==> src/sv/srld_pkg.sv <==
`default_nettype none

package srld_pkg;

  localparam logic [2:0] PH_OPCODE  = 3'd0;
  localparam logic [2:0] PH_DATA1   = 3'd1;
  localparam logic [2:0] PH_PAIR_A  = 3'd2;
  localparam logic [2:0] PH_PAIR_B  = 3'd3;
  localparam logic [2:0] PH_LENGTH  = 3'd4;
  localparam logic [2:0] PH_STOPPED = 3'd5;

  localparam logic [1:0] EV_WRITE = 2'd0;
  localparam logic [1:0] EV_WAIT  = 2'd1;
  localparam logic [1:0] EV_LOOP  = 2'd2;
  localparam logic [1:0] EV_STOP  = 2'd3;

  localparam logic [7:0] OP_WAIT1  = 8'hFF;
  localparam logic [7:0] OP_LENGTH = 8'hFE;
  localparam logic [7:0] OP_END    = 8'hFD;
  localparam logic [7:0] OP_PAIR_V = 8'h1F;
  localparam logic [7:0] OP_PAIR_F = 8'h36;
  localparam logic [7:0] OP_PAIR_C = 8'h37;

  localparam logic [15:0] ADDR_V_A = 16'h9010;
  localparam logic [15:0] ADDR_V_B = 16'h9030;
  localparam logic [15:0] ADDR_F_A = 16'hF800;
  localparam logic [15:0] ADDR_F_B = 16'h4800;
  localparam logic [15:0] ADDR_C_A = 16'hC000;
  localparam logic [15:0] ADDR_C_B = 16'hE000;

  localparam logic [31:0] LENGTH_BIAS = 32'd3;

  typedef struct packed {
    logic [1:0]  kind;
    logic [15:0] address;
    logic [7:0]  data;
    logic [31:0] syncs;
  } event_t;

  function automatic logic [15:0] single_address(input logic [7:0] op);
    logic [15:0] addr;
    begin
      case (op) inside
        [8'h00:8'h15], [8'h40:8'h8F]: addr = 16'h4000 + {8'h00, op};
        [8'h16:8'h18]: addr = 16'h9000 + {8'h00, op - 8'h16};
        [8'h19:8'h1B]: addr = 16'hA000 + {8'h00, op - 8'h19};
        [8'h1C:8'h1E]: addr = 16'hB000 + {8'h00, op - 8'h1C};
        [8'h20:8'h35]: addr = 16'h5000 + {8'h00, op - 8'h20};
        default:       addr = 16'h5FF0 + {12'h000, op[3:0]};
      endcase
      return addr;
    end
  endfunction

  function automatic logic [15:0] pair_address(input logic [7:0] op, input logic second);
    logic [15:0] addr;
    begin
      case (op)
        OP_PAIR_V: addr = second ? ADDR_V_B : ADDR_V_A;
        OP_PAIR_F: addr = second ? ADDR_F_B : ADDR_F_A;
        default:   addr = second ? ADDR_C_B : ADDR_C_A;
      endcase
      return addr;
    end
  endfunction

endpackage

`default_nettype wire

==> src/sv/srld_parser.sv <==
`default_nettype none

module srld_parser (
  input  wire logic            clk,
  input  wire logic            rst,
  input  wire logic            fire,
  input  wire logic [7:0]      log_byte,
  input  wire logic            loop_enabled,
  output srld_pkg::event_t     result,
  output logic                 emit
);

  logic [2:0]  phase;
  logic [2:0]  phase_next;
  logic [7:0]  held_opcode;
  logic [7:0]  held_opcode_next;
  logic [31:0] length_acc;
  logic [31:0] length_acc_next;
  logic [31:0] length_shift;

  assign length_shift = {length_acc[24:0], log_byte[6:0]};

  always_comb begin
    phase_next       = phase;
    held_opcode_next = held_opcode;
    length_acc_next  = length_acc;
    emit             = 1'b0;
    result           = '0;
    case (phase)
      srld_pkg::PH_STOPPED: begin
        emit = 1'b0;
      end
      srld_pkg::PH_DATA1: begin
        phase_next     = srld_pkg::PH_OPCODE;
        emit           = 1'b1;
        result.kind    = srld_pkg::EV_WRITE;
        result.address = srld_pkg::single_address(held_opcode);
        result.data    = log_byte;
      end
      srld_pkg::PH_PAIR_A: begin
        phase_next     = srld_pkg::PH_PAIR_B;
        emit           = 1'b1;
        result.kind    = srld_pkg::EV_WRITE;
        result.address = srld_pkg::pair_address(held_opcode, 1'b0);
        result.data    = log_byte;
      end
      srld_pkg::PH_PAIR_B: begin
        phase_next     = srld_pkg::PH_OPCODE;
        emit           = 1'b1;
        result.kind    = srld_pkg::EV_WRITE;
        result.address = srld_pkg::pair_address(held_opcode, 1'b1);
        result.data    = log_byte;
      end
      srld_pkg::PH_LENGTH: begin
        length_acc_next = length_shift;
        if (!log_byte[7]) begin
          phase_next   = srld_pkg::PH_OPCODE;
          emit         = 1'b1;
          result.kind  = srld_pkg::EV_WAIT;
          result.syncs = length_shift + srld_pkg::LENGTH_BIAS;
        end
      end
      default: begin
        phase_next       = srld_pkg::PH_OPCODE;
        held_opcode_next = log_byte;
        case (log_byte) inside
          srld_pkg::OP_WAIT1: begin
            emit         = 1'b1;
            result.kind  = srld_pkg::EV_WAIT;
            result.syncs = 32'd1;
          end
          srld_pkg::OP_LENGTH: begin
            length_acc_next = '0;
            phase_next      = srld_pkg::PH_LENGTH;
          end
          srld_pkg::OP_END: begin
            emit = 1'b1;
            if (loop_enabled) begin
              result.kind = srld_pkg::EV_LOOP;
            end else begin
              result.kind = srld_pkg::EV_STOP;
              phase_next  = srld_pkg::PH_STOPPED;
            end
          end
          srld_pkg::OP_PAIR_V, srld_pkg::OP_PAIR_F, srld_pkg::OP_PAIR_C: begin
            phase_next = srld_pkg::PH_PAIR_A;
          end
          [8'h00:8'h1E], [8'h20:8'h35], [8'h3C:8'h8F]: begin
            phase_next = srld_pkg::PH_DATA1;
          end
          default: begin
            phase_next = srld_pkg::PH_OPCODE;
          end
        endcase
      end
    endcase
  end

  always_ff @(posedge clk) begin
    if (rst) begin
      phase       <= srld_pkg::PH_OPCODE;
      held_opcode <= '0;
      length_acc  <= '0;
    end else if (fire) begin
      phase       <= phase_next;
      held_opcode <= held_opcode_next;
      length_acc  <= length_acc_next;
    end
  end

  // once stopped, only reset leaves the stopped phase
  a_stop_sticks: assert property (@(posedge clk) disable iff (rst)
    phase == srld_pkg::PH_STOPPED |=> phase == srld_pkg::PH_STOPPED)
    else $error("stopped phase left without reset");

  a_stopped_silent: assert property (@(posedge clk) disable iff (rst)
    phase == srld_pkg::PH_STOPPED |-> !emit)
    else $error("event produced while stopped");

  a_stop_enters: assert property (@(posedge clk) disable iff (rst)
    fire && emit && result.kind == srld_pkg::EV_STOP |=> phase == srld_pkg::PH_STOPPED)
    else $error("stop event without stopped phase");

  a_pair_follows: assert property (@(posedge clk) disable iff (rst)
    fire && phase == srld_pkg::PH_PAIR_A |=> phase == srld_pkg::PH_PAIR_B)
    else $error("second data byte of pair skipped");

endmodule

`default_nettype wire

==> src/sv/srld_out_stage.sv <==
`default_nettype none

module srld_out_stage (
  input  wire logic              clk,
  input  wire logic              rst,
  input  wire logic              fire,
  input  wire logic              emit,
  input  wire srld_pkg::event_t  result,
  input  wire logic              out_stall,
  output logic                   advance,
  output logic                   out_valid,
  output logic [1:0]             event_kind,
  output logic [15:0]            reg_address,
  output logic [7:0]             reg_data,
  output logic [31:0]            wait_syncs
);

  srld_pkg::event_t held;

  assign advance = !out_valid || !out_stall;

  always_ff @(posedge clk) begin
    if (rst) begin
      out_valid <= 1'b0;
    end else if (advance) begin
      out_valid <= fire && emit;
    end
  end

  always_ff @(posedge clk) begin
    if (advance && fire && emit) begin
      held <= result;
    end
  end

  assign event_kind  = held.kind;
  assign reg_address = held.address;
  assign reg_data    = held.data;
  assign wait_syncs  = held.syncs;

endmodule

`default_nettype wire

==> src/sv/sound_register_log_decoder_top.sv <==
// result path: an accepted byte is held in the input register, parsed, and
// its result word, if it makes one, is registered in the output stage
// throughput: one log byte per cycle while the output is not stalled, set by
// the single parse step between the input register and the result register
// reset: synchronous, clears the parser to opcode phase, drops both valid flags
// and clears loop_enabled to 0
`default_nettype none

module sound_register_log_decoder_top (
  input  wire logic        clk,
  input  wire logic        rst,
  input  wire logic        in_valid,
  output logic             in_stall,
  input  wire logic [7:0]  log_byte,
  output logic             out_valid,
  input  wire logic        out_stall,
  output logic [1:0]       event_kind,
  output logic [15:0]      reg_address,
  output logic [7:0]       reg_data,
  output logic [31:0]      wait_syncs,
  input  wire logic        psel,
  input  wire logic        penable,
  input  wire logic        pwrite,
  input  wire logic [2:0]  paddr,
  input  wire logic [31:0] pwdata,
  output logic [31:0]      prdata,
  output logic             pready
);

  logic             loop_enabled;
  logic             in_q_valid;
  logic [7:0]       in_q_byte;
  logic             advance;
  logic             fire;
  logic             emit;
  srld_pkg::event_t result;

  // config register
  assign pready = 1'b1;
  assign prdata = paddr[2] ? 32'd0 : {31'd0, loop_enabled};

  always_ff @(posedge clk) begin
    if (rst) begin
      loop_enabled <= 1'b0;
    end else if (psel && penable && pwrite && !paddr[2]) begin
      loop_enabled <= pwdata[0];
    end
  end

  // input register
  assign in_stall = in_q_valid && !advance;
  assign fire     = in_q_valid && advance;

  always_ff @(posedge clk) begin
    if (rst) begin
      in_q_valid <= 1'b0;
    end else if (!in_stall) begin
      in_q_valid <= in_valid;
    end
  end

  always_ff @(posedge clk) begin
    if (in_valid && !in_stall) begin
      in_q_byte <= log_byte;
    end
  end

  srld_parser u_parser (
    .clk          (clk),
    .rst          (rst),
    .fire         (fire),
    .log_byte     (in_q_byte),
    .loop_enabled (loop_enabled),
    .result       (result),
    .emit         (emit)
  );

  srld_out_stage u_out (
    .clk         (clk),
    .rst         (rst),
    .fire        (fire),
    .emit        (emit),
    .result      (result),
    .out_stall   (out_stall),
    .advance     (advance),
    .out_valid   (out_valid),
    .event_kind  (event_kind),
    .reg_address (reg_address),
    .reg_data    (reg_data),
    .wait_syncs  (wait_syncs)
  );

endmodule

`default_nettype wire

==> config.mk <==
export PLATFORM = sky130hd
export DESIGN_NAME = sound_register_log_decoder_top
export DESIGN_NICKNAME = d
export VERILOG_FILES = /design/src/sv/srld_pkg.sv /design/src/sv/srld_parser.sv /design/src/sv/srld_out_stage.sv /design/src/sv/sound_register_log_decoder_top.sv
export SDC_FILE = /design/constraint.sdc
export NUM_CORES = 1
export LEC_CHECK = 0
export BUFFER_PORTS_ARGS = -buffer_cell sky130_fd_sc_hd__clkbuf_2
export CELL_PAD_IN_SITES_DETAIL_PLACEMENT = 1
export CELL_PAD_IN_SITES_GLOBAL_PLACEMENT = 2
export CORE_ASPECT_RATIO = 1.1
export CORE_MARGIN = 3
export CORE_UTILIZATION = 36
export CTS_BUF_LIST = sky130_fd_sc_hd__clkbuf_2 sky130_fd_sc_hd__clkbuf_4 sky130_fd_sc_hd__clkbuf_8
export DETAILED_ROUTE_END_ITERATION = 10
export PLACE_DENSITY = 0.95
export SLEW_MARGIN = 20
export SYNTH_ARGS = -nofsm -noshare
export SYNTH_HDL_FRONTEND = slang
export SYNTH_SLANG_ARGS = --single-unit
export TNS_END_PERCENT = 5
==> constraint.sdc <==
create_clock -name clk -period 7.17 [get_ports clk]
set_input_delay 1.434 -clock clk [delete_from_list [all_inputs] [get_ports clk]]
set_output_delay 1.434 -clock clk [all_outputs]
set_load 0.1 [all_outputs]
==> results.py <==
metrics = {
    "clock_network": {
        "number_of_buffers_added_to_fix_hold_violations_after_cts": 0,
        "post_cts_buffers": 0,
        "cts-htree-levels": 3,
        "cts_inserted_buffers": 9,
        "cts_root_buffer": "clkbuf_8",
        "cts_repair_resize_count": 0,
        "clk_pin_slew_ns": 0.09,
        "numClockSinks": 103,
        "cts_tree": "built",
        "clock_tree.buffer_depth": 2,
        "worstSkewPairLatency_ns": 0.38,
    },
    "floorplan": {
        "die_height_um": 136,
        "die_area_um2": 16900,
        "placeable_core_region_um2": 14700,
        "initial_core_util_pct": 37.7,
        "horizontal_die_dimension_um": 124,
        "fp-row-count": 46,
        "io_pins": 143,
    },
    "yosys": {
        "async_flop_share_pct": 0,
        "synth_area_leaders": "edfxtp_1 (35%), dfxtp_1 (14%), buf_4 (4.6%)",
        "yosys.cell_count.top_type": "nor2_1",
        "yosys_warnings": 0,
        "syn_inst": 552,
        "synth_edf_count": 64,
        "netlist.top_cell.by_area": "edfxtp_1",
        "synthesis.area_per_instance_um2": 10.1,
        "ys.flop_type": "edfxtp_1",
        "mappedNetlistArea_um2": 5550,
        "synth.top_cells.by_count": "nor2_1 (66), edfxtp_1 (64), dfxtp_1 (39)",
        "synth_cell_type_count": 66,
        "synth-seq-cells": 103,
        "seq_area_frac_synth_pct": 48.7,
        "synth_top_area_share_pct": 34.6,
    },
    "global_routing": {
        "grt_pass1_vias": 4479,
        "initial_antenna_violation_count": 0,
        "grt.total_usage_pct": 17.2,
        "maximum_number_of_pins_on_one_net_before_global_route_repair": 40,
        "wire_length_of_the_first_global_routing_pass_um": 23600,
        "globalRoute.totalOverflow": 0,
    },
    "critical_path": {
        "timing.rr.start": "in_q_byte[0]$_DFFE_PP_",
        "worstSetupEndpoint": "in_stall",
        "crit_slowest_cell": "clkbuf_2",
        "required_worst_endpoint_ns": 5.74,
        "worst-r2r-setup-slack_ns": 4.19,
        "cp.depth": 3,
        "worstSetupStartpointType": "primary input",
        "maximum_fanout_along_the_worst_path": 3,
        "criticalPathCategory": "primary input to primary output",
        "worst_r2r_endpoint": "u_out.wait_syncs[28]$_DFFE_PP_",
        "worst-r2r-cell-count": 8,
        "cp_top_family": "buffers and inverters",
        "critical_path.n_buffers_inverters": 2,
        "cp_slowest_stage_delay_ns": 0.48,
        "crit_path_frequent_cell": "clkbuf_2",
        "arrival_ns": 2.23,
        "cp_cell_sequence": "clkbuf_2 > and3_1 > clkbuf_2",
        "critical_path.endpoint_type": "primary output",
        "critical_path_launch_point": "out_stall",
    },
    "pwr": {
        "power-per-cell-area_nw_per_um2": 210,
        "power.static_leakage_nw": 2.35,
        "peakVddDrop_mv": 0.107,
    },
    "sta": {
        "max_slew_violation_count": 0,
        "hold_violations": 0,
        "skew_ns": 0.0127,
        "worst_slew_pin_slew_ns": 0.883,
        "finalCriticalPeriod_ns": 3.67,
        "fmaxAchievable_mhz": 273,
        "finalCritPeriodShare_pct": 51.1,
        "rsz_0062_raised_after_global_routing": "false",
        "slew_headroom_pct": 40.7,
        "setup_violations": 0,
        "finalSetupTns_ns": 0,
    },
    "drt": {
        "routed_wirelength_um": 14600,
        "detail_route.iter0.violations": 239,
        "ant_nets": 0,
        "drt_pass1_iterations": 4,
        "routed_via_density": 5.31,
        "route.detailed.wl_per_inst_um": 18.1,
        "via_count": 4275,
        "remaining_drc_errors": 0,
    },
    "placed_design": {
        "finalWeightedCongestion": 0.888,
        "final_hpwl_dp_um": 10500,
        "count_of_input_and_output_buffers": 77,
    },
    "layout": {
        "antenna_cells": 0,
        "post_route_cells_drive_above_1_share_pct": 17.3,
        "postLayoutCoreUtil_pct": 41.9,
        "seq_area_um2": 2700,
        "layout.nets": 677,
        "multiInputGateArea_um2": 2520,
        "area_growth_syn_to_layout_pct": 11.2,
        "layout.filler_cells": 1727,
    },
    "hold_path": {
        "hold_path.class": "flip-flop to flip-flop",
    },
    "run": {
        "drv_cap": 0,
    },
    "outcome": {
        "run_status": "finished clean",
    },
}
metal layers:
metal / wire, µm / vias to the layer above / share of wire, % / GRT usage (%)
met4: 280 / 0 / 1.9 / 5.66
met2: 7690 / 102 / 53 / 31.9
met1: 5940 / 2095 / 41 / 19.9
met3: 648 / 23 / 4.4 / 3.54
li1: - / 2055 / - / -
met5: 0 / - / 0 / 0
cell type report:
type	count	share of cell area [%]
multi-input combinational	397	40.8
clock buffer	11	2.21
inverter	17	1.03
tap	192	3.89
timing repair buffer	80	6.61
sequential	103	43.8
clock inverter	5	1.68
power by group:
part,internal [mW],total (mW),switching [mW]
Sequential,0.637,0.658,0.0206
Clock,0.238,0.439,0.201
Combinational,0.0355,0.201,0.166
Total,0.911,1.30,0.387
cell families (layout without fill, tap and decap cells):
group / count (synthesis) / after routing / synth area share (%)
AOI/OAI and AO/OA: 118 / 118 / 15.1
xor gates and xnor gates: 28 / 28 / 4.42
adders and majority gates: 19 / 19 / 4.28
buffers and inverters: 82 / 113 / 8.12
DFF: 103 / 103 / 48.7
muxes: 10 / 10 / 1.83
other: 2 / 32 / 0.135
and+or+nand+nor: 190 / 190 / 17.4
sequential cells by signal (all words and copies together), names as in the netlist:
name / cells
in_q_byte: 8
in_q_valid: 1
loop_enabled: 1
u_out.event_kind: 2
u_out.out_valid: 1
u_out.reg_address: 14
u_out.reg_data: 8
u_out.wait_syncs: 32
u_parser.held_opcode: 8
u_parser.length_acc: 25
u_parser.phase: 3
placed cells by master, fill, tap and decap left out, drive strengths merged, types with 2 or more instances in the layout:
| master | n |
|---|---|
| nor3 | 9 |
| o21ai | 26 |
| a31oi | 6 |
| inv | 18 |
| bufinv | 3 |
| a311oi | 2 |
| o211a | 2 |
| o211ai | 4 |
| nand2 | 30 |
| nand3b | 2 |
| a32oi | 3 |
| o32ai | 2 |
| nor4b | 3 |
| and3 | 9 |
| xor2 | 20 |
| ha | 19 |
| o21a | 4 |
| mux2i | 9 |
| or3 | 7 |
| or2 | 3 |
| dfxtp | 39 |
| buf | 3 |
| nor2 | 66 |
| nand4b | 2 |
| nor4 | 2 |
| nor2b | 5 |
| a32o | 2 |
| xnor2 | 8 |
| a221oi | 2 |
| o221ai | 4 |
| clkbuf | 88 |
| edfxtp | 64 |
| a22o | 25 |
| nand2b | 6 |
| nand4 | 12 |
| nand3 | 18 |
| and2 | 7 |
| and4 | 5 |
| a21oi | 21 |
| conb | 32 |
metrics by stage:
| step | area, µm² | std cells | hold slack (ns) | worst slack, ns | power, mW |
|---|---|---|---|---|---|
| 3_5_place_dp | 5930 | 789 | 0.491 | 3.50 | 0.871 |
| 2_1_floorplan | 5660 | 582 | 0.469 | 2.97 | 0.850 |
| 6_report | 6170 | 805 | 0.521 | 3.50 | 1.30 |
| 4_1_cts | 6170 | 805 | 0.518 | 3.49 | 1.31 |
| 3_3_place_gp | 5930 | 789 | 0.496 | 3.52 | 0.868 |
| 5_1_grt | 6170 | 805 | 0.550 | 3.48 | 1.35 |
how the worst min path moves through the flow:
stage                                                     from                              endpoint  slack (ns)  cells after the start
after global routing      u_parser.length_acc[24]$_SDFFE_PP0P_  u_parser.length_acc[24]$_SDFFE_PP0P_        0.55                      1
final                     u_parser.length_acc[24]$_SDFFE_PP0P_  u_parser.length_acc[24]$_SDFFE_PP0P_        0.52                      1
after floorplan                      loop_enabled$_SDFFE_PP0P_             loop_enabled$_SDFFE_PP0P_        0.47                      2
after global placement    u_parser.length_acc[24]$_SDFFE_PP0P_  u_parser.length_acc[24]$_SDFFE_PP0P_        0.50                      1
after CTS                 u_parser.length_acc[24]$_SDFFE_PP0P_  u_parser.length_acc[24]$_SDFFE_PP0P_        0.52                      1
after detailed placement  u_parser.length_acc[24]$_SDFFE_PP0P_  u_parser.length_acc[24]$_SDFFE_PP0P_        0.49                      1
Power figures use the tool's default switching activity.
